## src/scrc_pkg.sv

```systemverilog
// scrc_pkg: shared constants, types and the crc-16 byte step for the sync frame checker
// no dependencies; compiled first
`default_nettype none

package scrc_pkg;

  localparam int BYTE_W    = 8;
  localparam int CRC_W     = 16;
  localparam int COUNT_W   = 7;
  localparam int CFG_IDX_W = 2;

  localparam int PAYLOAD_BYTES = 121;
  localparam logic [COUNT_W-1:0] PAYLOAD_COUNT = COUNT_W'(PAYLOAD_BYTES);

  localparam logic [CRC_W-1:0] CRC_INIT = 16'hFFFF;
  localparam logic [CRC_W-1:0] CRC_POLY = 16'h1021;

  localparam logic [BYTE_W-1:0] SYNC_FIRST_RESET  = 8'hEA;
  localparam logic [BYTE_W-1:0] SYNC_SECOND_RESET = 8'h9B;

  // configuration register indexes
  localparam logic [CFG_IDX_W-1:0] REG_SYNC_FIRST  = 2'd0;
  localparam logic [CFG_IDX_W-1:0] REG_SYNC_SECOND = 2'd1;

  typedef struct packed {
    logic                payload_valid;
    logic [BYTE_W-1:0]   payload_byte;
    logic [COUNT_W-1:0]  payload_index;
    logic                frame_end;
    logic                crc_ok;
  } result_t;

  typedef struct packed {
    logic [BYTE_W-1:0] sync_first;
    logic [BYTE_W-1:0] sync_second;
    logic [CRC_W-1:0]  seed;        // crc after init and the first sync byte
  } sync_cfg_t;

  // one byte through crc-16/ccitt-false, msb first
  function automatic logic [CRC_W-1:0] crc_byte(input logic [CRC_W-1:0] crc,
                                                input logic [BYTE_W-1:0] b);
    logic [CRC_W-1:0] c;
    c = crc ^ {b, 8'h00};
    for (int k = 0; k < BYTE_W; k++) begin
      c = c[CRC_W-1] ? ((c << 1) ^ CRC_POLY) : (c << 1);
    end
    return c;
  endfunction

  localparam logic [CRC_W-1:0] SEED_RESET = crc_byte(CRC_INIT, SYNC_FIRST_RESET);

endpackage

`default_nettype wire

```

## src/scrc_deframer.sv

```systemverilog
// scrc_deframer: sync hunt, payload count and running crc, one byte per transfer
// depends on scrc_pkg (types, constants, crc_byte)
`default_nettype none

module scrc_deframer (
  input  wire logic                        clk,
  input  wire logic                        rst_n,
  input  wire logic                        take,
  input  wire logic [scrc_pkg::BYTE_W-1:0] rx_byte,
  input  wire scrc_pkg::sync_cfg_t         cfg,
  output scrc_pkg::result_t                result
);
  import scrc_pkg::*;

  logic                in_frame_r, in_frame_nxt;
  logic [COUNT_W-1:0]  count_r, count_nxt;
  logic [BYTE_W-1:0]   prev_r, prev_nxt;
  logic [CRC_W-1:0]    crc_r, crc_nxt;
  logic [BYTE_W-1:0]   crc_lo_r, crc_lo_nxt;

  logic [CRC_W-1:0]    crc_src;
  logic [BYTE_W-1:0]   crc_dat;
  logic [CRC_W-1:0]    crc_step;

  // one shared byte step: second sync byte on frame start, payload byte inside
  assign crc_src  = in_frame_r ? crc_r   : cfg.seed;
  assign crc_dat  = in_frame_r ? rx_byte : cfg.sync_second;
  assign crc_step = crc_byte(crc_src, crc_dat);

  always_comb begin
    in_frame_nxt = in_frame_r;
    count_nxt    = count_r;
    prev_nxt     = prev_r;
    crc_nxt      = crc_r;
    crc_lo_nxt   = crc_lo_r;
    result       = '0;
    if (!in_frame_r) begin
      if (rx_byte == cfg.sync_second && prev_r == cfg.sync_first) begin
        in_frame_nxt = 1'b1;
        count_nxt    = '0;
        crc_nxt      = crc_step;
      end
      prev_nxt = rx_byte;
    end else if (count_r < PAYLOAD_COUNT) begin
      result.payload_valid = 1'b1;
      result.payload_byte  = rx_byte;
      result.payload_index = count_r;
      crc_nxt              = crc_step;
      count_nxt            = count_r + 1'b1;
    end else if (count_r == PAYLOAD_COUNT) begin
      crc_lo_nxt = rx_byte;
      count_nxt  = count_r + 1'b1;
    end else begin
      // crc high byte closes the frame
      result.frame_end = 1'b1;
      result.crc_ok    = ({rx_byte, crc_lo_r} == crc_r);
      in_frame_nxt     = 1'b0;
    end
  end

  always_ff @(posedge clk) begin
    if (!rst_n) begin
      in_frame_r <= 1'b0;
      count_r    <= '0;
      prev_r     <= '0;
      crc_r      <= CRC_INIT;
      crc_lo_r   <= '0;
    end else if (take) begin
      in_frame_r <= in_frame_nxt;
      count_r    <= count_nxt;
      prev_r     <= prev_nxt;
      crc_r      <= crc_nxt;
      crc_lo_r   <= crc_lo_nxt;
    end
  end

endmodule

`default_nettype wire

```

## config.mk

```make
export PLATFORM = sky130hd
export DESIGN_NAME = scrc_deframer
export DESIGN_NICKNAME = d
export VERILOG_FILES = /design/src/scrc_pkg.sv /design/src/scrc_deframer.sv
export SDC_FILE = /design/constraint.sdc
export NUM_CORES = 1
export LEC_CHECK = 0
export BUFFER_PORTS_ARGS = -buffer_cell sky130_fd_sc_hd__buf_2
export CAP_MARGIN = 20
export CORE_MARGIN = 5
export CORE_UTILIZATION = 45
export CTS_CLUSTER_SIZE = 14
export DETAILED_ROUTE_END_ITERATION = 10
export PLACE_DENSITY = 0.74
export SETUP_SLACK_MARGIN = 0.5
export SLEW_MARGIN = 20
export SYNTH_ARGS = -nofsm -noshare
export SYNTH_HDL_FRONTEND = slang
export SYNTH_SLANG_ARGS = --single-unit
```

## constraint.sdc

```tcl
create_clock -name clk -period 4.8 [get_ports clk]
set_input_delay 0.96 -clock clk [delete_from_list [all_inputs] [get_ports clk]]
set_output_delay 0.96 -clock clk [all_outputs]
set_load 0.01 [all_outputs]
```

# After elaboration in Yosys (flattened, before gate mapping)
# Index checks and enable logic that the tools add are counted.
# totals
input_bits	43
output_inout_bits	18
word_cells	55
regBits	40
# op_classes
reduce_logical	6
eq_ne	6
order_cmp	1
muxes	25
bitwise_logic	11
addsub	1
# op_table
cell	n
2-to-1 mux 13 bit	8
2-to-1 mux 16 bit	5
2-to-1 mux 7 bit	4
inverter 3 bit	8
2-to-1 mux 18 bit	1
equality test 16 bit	1
equality test 8 bit	2
XOR 16 bit	1
2-to-1 mux 8 bit	1
adder 7 x 1 -> 7 bit (second input constant)	1
equality test 7 bit (second input constant)	1
less-than comparator 7 bit (second input constant)	1
AND reduction 3 bit	2
2-to-1 mux 1 bit	4
2-to-1 mux 2 bit	2
AND reduction 4 bit	1
!= test 3 x 1 -> 1 bit (second input constant)	1
!= test 2 x 1 -> 1 bit (second input constant)	1
inverter 1 bit	2
AND reduction 2 bit	1
nonzero test 2 bit	1
logical AND 1 bit	1

# Depth between registers and ports, before layout
# Gate-level depths: netlist (run 1).
# logic_depth
depth_word	20
depth_mapped	8
ltp_nobuf	7

# Worst setup path after synthesis (run 1)
# No wires, ideal clock.
# synth_path
kind	input port to output port
from	input port rx_byte[7] in the netlist's numbering
to	output port result[0] in the netlist's numbering
t_required_ns	3.840
arrival_time_ns	1.789
slack_ns	2.051
path_buffers	0
path_stages	4
cell_sequence	xnor2_1 nand4_1 nor4_1 and4_1
# synth_rtl
item	line	rtl
start: declaration	scrc_deframer.sv:9	input wire logic [scrc_pkg::BYTE_W-1:0] rx_byte,
end: declaration	scrc_deframer.sv:11	output scrc_pkg::result_t result

==> results of run 1 <==
## through the flow
step | utilization | worst slack (ns) | area [sq um]
3_3_place_gp | 0.508 | 1.69 | 2970
4_1_cts | 0.521 | 1.70 | 3050
5_1_grt | 0.521 | 1.45 | 3050
6_report | 0.521 | 1.70 | 3050
2_1_floorplan | - | 2.05 | 2660
3_5_place_dp | 0.508 | 1.62 | 2970
## worst reg2reg max path, cell delays in order (launching register included)
cell and delay [ns]:
dfxtp_1 0.32, xor2_1 0.16, nor4_1 0.32, nand4_1 0.45
o21a_1 0.59, mux2_4 0.40
## logic make-up after synthesis
group	Yosys count
muxes	27
buffers and inverters	21
DFF	40
and+or+nand+nor	102
adders and majority gates	2
xor gates and xnor gates	61
AOI/OAI and AO/OA	48
## power by group through the flow
stage / Sequential [mW] / Combinational (mW) / Clock, mW
2_1_floorplan: 0.360 / 0.145 / 0
3_3_place_gp: 0.362 / 0.197 / 0
3_5_place_dp: 0.362 / 0.199 / 0
4_1_cts: 0.355 / 0.201 / 0.218
5_1_grt: 0.356 / 0.220 / 0.231
6_report: 0.355 / 0.200 / 0.212
## registers in the layout (all words and copies together) (netlist names)
| register | flops |
|---|---|
| crc_r | 16 |
| prev_r | 8 |
| count_r | 7 |
| crc_lo_r | 8 |
| in_frame_r | 1 |
## layer usage
metal	GRT usage	share of wire	vias up
met4	0.0467	0.0093	0
met3	0.0388	0.054	7
met1	0.242	0.44	1045
li1	-	-	1152
met5	0	0	-
met2	0.293	0.49	61
## Yosys cell counts, types with 5 or more instances
library cell  count
dfxtp_1          40
nand2_1          33
xor2_1           31
xnor2_1          27
mux2i_1          22
nor2_1           22
and2_1           13
o211ai_1         11
a21oi_1          10
clkbuf_1          9
nor4_1            8
inv_1             5
o221ai_1          5
## final cells by class
cell class                      instances  area, sq um  area share
Multi-Input combinational cell        240         1750       0.573
Inverter                                6         22.5     0.00738
Clock inverter                          1         5.00     0.00164
Sequential cell                        40          801       0.263
Clock buffer                            6         72.6      0.0238
Tap cell                               75         93.8      0.0308
Timing Repair Buffer                   61          308       0.101
## final timing paths
check	start	end
min reg2reg	prev_r[0]	prev_r[0]
min	prev_r[0]	prev_r[0]
max	rx_byte[7]	result[0]
max reg2reg	prev_r[3]	crc_r[0]
==> run_results.csv, run 1 <==
group,metric,value,unit
run_status,status,"complete, no violations",
power_and_ir_drop,p_clk_frac,0.276,
yosys,async_flop_share,0,
floorplan,row_count,28,
clocking,cts_made_buffers,5,
yosys,synth_area_leader_cell,"dfxtp_1",
timing,period_minus_slack,3.10,ns
timing,maxSlewViolCount,0,
clocking,cts_resized,0,
clocking,cts_tree,"built",
power_and_ir_drop,combPwrFrac,0.261,
critical_path,worstSetupPathType,"in2out",
route,drcViolationCount,0,
critical_path,crit_chain,"buf_2 -> xnor2_1 -> nand4_1 -> nor4_1 -> and4_1 -> buf_2",
placed_design,gp_congestion,0.884,
timing,slew_headroom,0.380,
timing,tightest_slew,0.929,ns
power_and_ir_drop,p_leak,1.40,nW
floorplan,ioPinCount,61,
yosys,yosys_register_bits,40,
yosys,synthCells,301,
power_and_ir_drop,finalPower,766,uW
yosys,synth_top_family_by_area,"XOR/XNOR gates",
floorplan,dieHeight,86.9,um
timing,setup_viol,0,
power_and_ir_drop,ir_worst_vdd,0.000124,V
cells_and_area,final_common_cell,"buf_2",
cells_and_area,syn_to_final_growth,14.7,%
yosys,synth_simple_gate_area_share,0.192,
timing,hold_viol_final,0,
clocking,htreeDepth,2,
route,drtPass1Iterations,4,
yosys,synth_fp_nets,346,
critical_path,critPathArrivalTime,2.14,ns
yosys,synth.distinct_cells,49,
timing,hold_ws,0.469,ns
worst_hold_path,hold_class,"reg2reg",
yosys,synth_edf_count,0,
power_and_ir_drop,p_sw,232,uW
timing,max_freq,323,MHz
critical_path,path_delay_family,"simple AND/OR/NAND/NOR gates",
floorplan,start_util,0.455,
clocking,root_buffer,"clkbuf_8",
clocking,cts.clk_slew.worst_paths,0.07,ns
yosys,synth_mux_area_frac,0.107,
yosys,synth.cell_area,2660,sq um
route,ant_nets,0,
timing,grt_setup_unrepaired,"no",
job,max_cap_violations,0,
critical_path,crit_fanout,5,
cells_and_area,fin_cells,429,
cells_and_area,nNetsFinal,399,
yosys,yosys.area.top_type_share,0.301,
clocking,post-cts-setup-buffer-count,0,
yosys,ys_warn_count,0,
yosys,syn_area_per_cell,8.84,sq um
clocking,cts_buffer_depth,2,
grt,antenna_found_initial,0,
clocking,holdBufCountCts,0,
placed_design,dp.cells,422,
yosys,synth-main-ff-cell,"dfxtp_1",
clocking,clk_latency,0.29,ns
cells_and_area,diodes,0,
placed_design,port_buffers,60,
grt,grt_overflow_total,0,
yosys,synth_xor_area_frac,0.216,
critical_path,reg2reg_slack,2.45,ns
critical_path,cp_num_cells,6,
grt,grt_pass1_wl,10.8,mm
critical_path,crit_buf_inv,2,
critical_path,cp_slowest_cell,"xnor2_1",
grt,first_global_vias,2172,
route,num_vias,2265,
power_and_ir_drop,powerDensity,251,nW/um^2
yosys,synth_compound_area_frac,0.132,
yosys,ys_top_cells_by_area,"dfxtp_1 30%, xor2_1 10%, xnor2_1 8.9%",
critical_path,critPathRequiredTime,3.84,ns
cells_and_area,drive_above_1_share,0.220,
floorplan,dieArea,7550,sq um
timing,finalCritPeriodShare,0.646,
cells_and_area,final_cell_mix,"60 x buf_2, 40 x dfxtp_1, 33 x nand2_1, 31 x xor2_1, 27 x xnor2_1",
yosys,synth_fa_ha_area_frac,0.00941,
clocking,cts.sinks,40,
critical_path,worst-r2r-cell-count,5,
route,via_per_inst,5.28,
grt,grt.total_usage,0.180,
route,post_drt_wl_per_cell,15.5,um
power_and_ir_drop,power_frac_seq,0.463,
floorplan,die_w,86.9,um
power_and_ir_drop,p_int,534,uW
yosys,yosysSeqAreaShare,0.301,
power_and_ir_drop,swShare,0.302,
route,drtIter0Drc,129,
critical_path,max_stage_delay,0.27,ns
worst_hold_path,min_path_cells,2,
critical_path,critPathLaunchType,"primary input",
timing,clock_skew,0.00517,ns
placed_design,dp_hpwl,5.17,mm
floorplan,core-area,5850,sq um
critical_path,end_kind,"output port",
cells_and_area,fillers,574,
timing,fin_tns_setup,0,ns
grt,grt_max_degree,31,
critical_path,cp_common_cell,"buf_2",
route,wirelength,6.63,mm
Power figures use the tool's default switching activity.
==> run 2: changes to the inputs <==
- ABC_AREA: default -> 1
- PLACE_DENSITY: 0.74 -> 0.73
- clock period: 4.8 -> 2.87 ns (I/O delays scaled with it)
==> run_results.csv, run 2 <==
group,metric,value,unit
run_status,status,"complete, no violations",
timing,hold_ws,0.465,ns
cells_and_area,largest_reg_flops,16,
power_and_ir_drop,ir_worst_vdd,0.000167,V
critical_path,max_stage_delay,0.30,ns
grt,antenna_found_initial,0,
yosys,yosys.area.top_type_share,0.261,
clocking,cts.clk_slew.worst_paths,0.08,ns
timing,fin_tns_setup,0,ns
yosys,yosys_register_bits,40,
route,top_layer_used,"met4",
timing,clock_skew,0.00671,ns
clocking,cts_tree,"built",
route,num_vias,3320,
yosys,synth_fp_nets,555,
yosys,syn_area_per_cell,6.01,sq um
clocking,clk_latency,0.30,ns
critical_path,r2r-start,"in_frame_r",
floorplan,ioPinCount,61,
worst_hold_path,whs_endpoint,"count_r[6]",
cells_and_area,top_regs,"crc_r: 16 flops, crc_lo_r: 8 flops, prev_r: 8 flops",
cells_and_area,drive_above_1_share,0.183,
critical_path,critPathRequiredTime,2.30,ns
route,drcViolationCount,0,
power_and_ir_drop,p_leak,1.89,nW
critical_path,reg2reg_slack,0.87,ns
route,via_per_inst,5.16,
timing,maxSlewViolCount,0,
job,max_cap_violations,0,
clocking,cts_made_buffers,5,
timing,grt_setup_unrepaired,"yes",
timing,period_minus_slack,2.28,ns
clocking,htreeDepth,2,
yosys,synth_area_leader_cell,"dfxtp_1",
cells_and_area,final_cell_mix,"194 x nand2_1, 60 x buf_2, 55 x nand3_1, 50 x inv_1",
cells_and_area,fillers,713,
yosys,async_flop_share,0,
timing,hold_viol_final,0,
cells_and_area,multi_input_area,1910,sq um
route,ant_nets,0,
cells_and_area,syn_to_final_growth,12.5,%
timing,slew_headroom,0.534,
worst_hold_path,hold_class,"reg2reg",
floorplan,row_count,30,
yosys,synth.cell_area,3060,sq um
grt,grt_overflow_total,0,
grt,grt_pass1_wl,13.8,mm
critical_path,crit_fanout,4,
route,drtPass1Iterations,5,
critical_path,cp_slowest_cell,"or2_2",
yosys,ys_top_cells_by_count,"194 x nand2_1, 55 x nand3_1, 51 x inv_1",
yosys,ys_warn_count,0,
floorplan,dieArea,8560,sq um
placed_design,dp_hpwl,6.36,mm
timing,setup_viol,0,
grt,first_global_vias,3086,
cells_and_area,nNetsFinal,607,
critical_path,critPathArrivalTime,1.70,ns
floorplan,die_w,92.5,um
route,wl_met1,3.74,mm
placed_design,gp_congestion,0.937,
critical_path,crit_chain,"buf_2 -> or2_2 -> nand2_1 -> nand4_1 -> nor4_2 -> nand2_1 -> nor2_1 -> buf_2",
yosys,synth.distinct_cells,33,
critical_path,worst-r2r-cell-count,11,
floorplan,core-area,6720,sq um
yosys,synth-main-ff-cell,"dfxtp_1",
yosys,ys_top_cells_by_area,"dfxtp_1 26%, nand2_1 24%, nand3_1 9.0%",
critical_path,worstSetupPathType,"in2out",
worst_hold_path,hp-start,"count_r[6]",
worst_hold_path,min_path_cells,2,
route,met2_length,3.95,mm
route,drtIter0Drc,204,
cells_and_area,final_common_cell,"nand2_1",
placed_design,port_buffers,60,
clocking,cts_buffer_depth,2,
critical_path,critPathLaunchType,"primary input",
cells_and_area,diodes,0,
grt,grt.total_usage,0.195,
yosys,yosysSeqAreaShare,0.261,
floorplan,dieHeight,92.5,um
yosys,synthCells,510,
critical_path,end_kind,"output port",
timing,tightest_slew,0.698,ns
clocking,post-cts-setup-buffer-count,0,
grt,grt_max_degree,36,
critical_path,r2r-end,"crc_r[14]",
floorplan,start_util,0.456,
route,wirelength,8.29,mm
power_and_ir_drop,powerDensity,343,nW/um^2
cells_and_area,top_register,"crc_r",
cells_and_area,regArea,802,sq um
clocking,root_buffer,"clkbuf_8",
yosys,synth_edf_count,0,
clocking,cts.sinks,40,
route,post_drt_wl_per_cell,12.9,um
timing,finalCritPeriodShare,0.793,
timing,max_freq,439,MHz
route,route.met3.wl,442,um
yosys,yosysMostFrequentCell,"nand2_1",
[run 2: cell count changes after synthesis, sizes merged, moves of 19 or more]
cell,previous run,this run
nand3,4,56
nor2,22,41
inv,6,61
mux2i,24,5
o21ai,4,26
nand2,34,199
xor2,31,6
[run 2: worst max path at each step]
stage               start         end  depth (start not counted)
4_1_cts        rx_byte[0]   result[0]                          8
6_report       rx_byte[0]   result[0]                          8
3_3_place_gp   rx_byte[0]   result[0]                          8
2_1_floorplan  rx_byte[0]   result[0]                          6
3_5_place_dp   rx_byte[0]   result[0]                          8
5_1_grt        count_r[5]  result[12]                          8
[run 2: report_power, final]
group	leakage (nW)	switching (mW)	total, mW	internal, mW
sequential	0.325	0.00555	0.568	0.562
clock	0.0510	0.210	0.402	0.192
combinational	1.51	0.136	0.214	0.0784
total	1.89	0.351	1.18	0.833
[run 2: cell type report]
type / count / share of cell area
clock inverter: 2 / 0.00290
inverter: 61 / 0.0671
multi-input combinational: 392 / 0.553
sequential: 40 / 0.233
timing repair buffer: 62 / 0.0914
tap: 80 / 0.0290
clock buffer: 6 / 0.0239
[run 2: worst max-delay path, delay by kind of cell]
| family | cells | cell delay, ns |
|---|---|---|
| buf+inv | 2 | 0.28 |
| simple gates | 6 | 0.86 |
[run 2: metal layers]
metal  track usage  vias to the layer above
met3        0.0325                       14
li1              -                     1715
met1         0.250                     1496
met2         0.330                       95
met4        0.0656                        0
met5             0                        -
[run 2: cell families (layout without fill, tap and decap cells)]
logic type                 Yosys count  after routing  synth area share
muxes                                5              5            0.0163
DFF                                 40             40             0.261
and+or+nand+nor                    318            318             0.456
AOI/OAI and AO/OA                   51             51            0.0943
adders and majority gates            2              2           0.00817
xor gates and xnor gates            16             16            0.0457
buffers and inverters               78            131             0.118
[run 2: per-stage QoR]
step | instance area [sq um] | instances | total power, mW | util | setup slack [ns]
finish | 3450 | 643 | 1.18 | 0.513 | 0.594
global route | 3450 | 643 | 1.24 | 0.513 | 0.485
CTS | 3440 | 643 | 1.19 | 0.512 | 0.567
detailed placement | 3350 | 635 | 0.794 | 0.498 | 0.572
global placement | 3350 | 635 | 0.788 | 0.498 | 0.576
floorplan | 3060 | 510 | 0.720 | - | 0.906
[run 2: timing repair]
action                     4_1_cts  5_1_grt
pin swaps                        0        0
setup endpoints to repair       14        7
gates resized for setup          1        2
hold endpoints to repair         0        0
hold buffers                     0        0
==> run 3: changes to the inputs <==
- PLACE_DENSITY: 0.73 -> 0.76
- clock period: 2.87 -> 2 ns (I/O delays scaled with it)
==> run_results.csv, run 3 (synthesized netlist as in run 2, its figures left out) <==
group,metric,value,unit
critical_path,critPathRequiredTime,1.60,ns
floorplan,core-area,6720,sq um
route,via_per_inst,5.56,
route,drcViolationCount,0,
worst_hold_path,hold_class,"in2reg",
clocking,cts.sinks,40,
timing,finalCritPeriodShare,1.10,
critical_path,cp_slowest_cell,"dfxtp_1",
grt,top_usage_layer,"met2",
clocking,holdBufCountCts,0,
power_and_ir_drop,ir_worst_vdd,0.000255,V
clocking,cts_made_buffers,5,
timing,period_minus_slack,2.20,ns
timing,slew_headroom,0.638,
timing,maxSlewViolCount,0,
clocking,htreeDepth,2,
job,max_cap_violations,0,
power_and_ir_drop,p_leak,2.31,nW
floorplan,start_util,0.456,
floorplan,dieHeight,92.5,um
critical_path,critPathLaunchType,"register",
clocking,cts.clk_slew.worst_paths,0.08,ns
critical_path,crit_fanout,3,
run_status,status,"finished with violations",
cells_and_area,fin_area,4770,sq um
grt,grt.total_usage,0.223,
critical_path,critPathArrivalTime,1.80,ns
route,ant_nets,0,
run_status,violations,"negative setup slack",
timing,grt_setup_unrepaired,"yes",
critical_path,worstSetupPathType,"reg2out",
placed_design,gp_congestion,0.900,
clocking,clk_latency,0.29,ns
timing,clock_skew,0.00592,ns
floorplan,row_count,30,
clocking,cts_buffer_depth,2,
placed_design,port_buffers,60,
cells_and_area,top_register,"crc_r",
floorplan,dieArea,8560,sq um
cells_and_area,syn_to_final_growth,55.6,%
route,post_drt_wl_per_cell,16.8,um
timing,setup_ws,-0.197,ns
critical_path,max_stage_delay,0.41,ns
grt,antenna_found_initial,0,
placed_design,dpl-instance-area,3540,sq um
grt,use_met1,0.294,
grt,use_met2,0.365,
power_and_ir_drop,finalPower,1.92,mW
grt,grt_max_degree,24,
route,drtIter0Drc,332,
critical_path,crit_chain,"xnor2_1 -> nand4_1 -> nor4_1 -> nand2_1 -> nor2_2 -> buf_2",
critical_path,end_kind,"output port",
timing,max_freq,455,MHz
route,drtPass1Iterations,5,
critical_path,crit_buf_inv,1,
clocking,root_buffer,"clkbuf_8",
timing,tightest_slew,0.542,ns
placed_design,dp_hpwl,6.38,mm
grt,grt_overflow_total,0,
floorplan,die_w,92.5,um
clocking,cts_tree,"built",
power_and_ir_drop,powerDensity,403,nW/um^2
timing,setup_viol,1,
timing,hold_ws,0.480,ns
floorplan,ioPinCount,61,
route,num_vias,3865,
cells_and_area,diodes,0,
cells_and_area,final_cell_mix,"129 x nand2_1, 48 x buf_2, 43 x nand2_2, 42 x inv_1, 35 x nand3_1",
grt,first_global_vias,3281,
cells_and_area,final_common_cell,"nand2_1",
cells_and_area,largest_reg_flops,16,
cells_and_area,top_regs,"crc_r: 16 flops, crc_lo_r: 8 flops, prev_r: 8 flops",
grt,grt_use_met3,0.0390,
timing,hold_viol_final,0,
grt,grt_pass1_wl,15.4,mm
route,wirelength,11.7,mm
cells_and_area,drive_above_1_share,0.473,
cells_and_area,final_core_util,0.709,
cells_and_area,nNetsFinal,659,
critical_path,path_delay_family,"simple AND/OR/NAND/NOR gates",
run 3: final cells by class:
| cell class | count | area [sq um] |
|---|---|---|
| clock inverters | 2 | 35.0 |
| inverters | 61 | 254 |
| flip-flops and latches | 40 | 827 |
| multi-input cells | 394 | 2550 |
| fillers | 462 | 1950 |
| clock buffers | 6 | 72.6 |
| well taps | 80 | 100 |
| repair buffers | 112 | 932 |
run 3: what timing repair did:
item                                    4_1_cts  5_1_grt
endpoints found under the setup margin       56       50
pin swaps                                    25       34
setup buffers                                20       15
gates resized for setup                      92      123
hold endpoints to repair                      0        0
gates cloned                                  5        1
run 3: path summary, 6_finish.rpt:
| check | from | endpoint | slack (ns) | cells after the start |
|---|---|---|---|---|
| max | crc_r[13] | result[0] | -0.20 | 6 |
| min | rx_byte[1] | crc_lo_r[1] | 0.48 | 3 |
| max reg2reg | count_r[1] | count_r[1] | 0.13 | 13 |
| min reg2reg | crc_r[1] | crc_r[1] | 0.50 | 2 |
run 3: through the flow:
stage          TNS (ns)  std cells  worst slack, ns
2_1_floorplan         0        510            0.439
3_3_place_gp          0        646            0.152
3_5_place_dp          0        646            0.137
4_1_cts               0        679           0.0617
5_1_grt          -0.492        695           -0.202
6_report         -0.197        695           -0.197
run 3: metal layers:
metal / vias up / wire length (um)
met3: 39 / 1030
met2: 223 / 5630
li1: 1830 / -
met4: 0 / 422
met5: - / 0
met1: 1773 / 4600
run 3: worst min-delay path, delay by kind of cell:
family	cells	cell delay, ns
buf+inv	2	0.25
compound gates	1	0.07
run 3: power breakdown:
part	switching, mW	total (mW)	internal [mW]	leakage, nW
combinational	0.284	0.449	0.165	1.93
sequential	0.00845	0.810	0.802	0.328
clock	0.289	0.660	0.371	0.0552
total	0.582	1.92	1.34	2.31
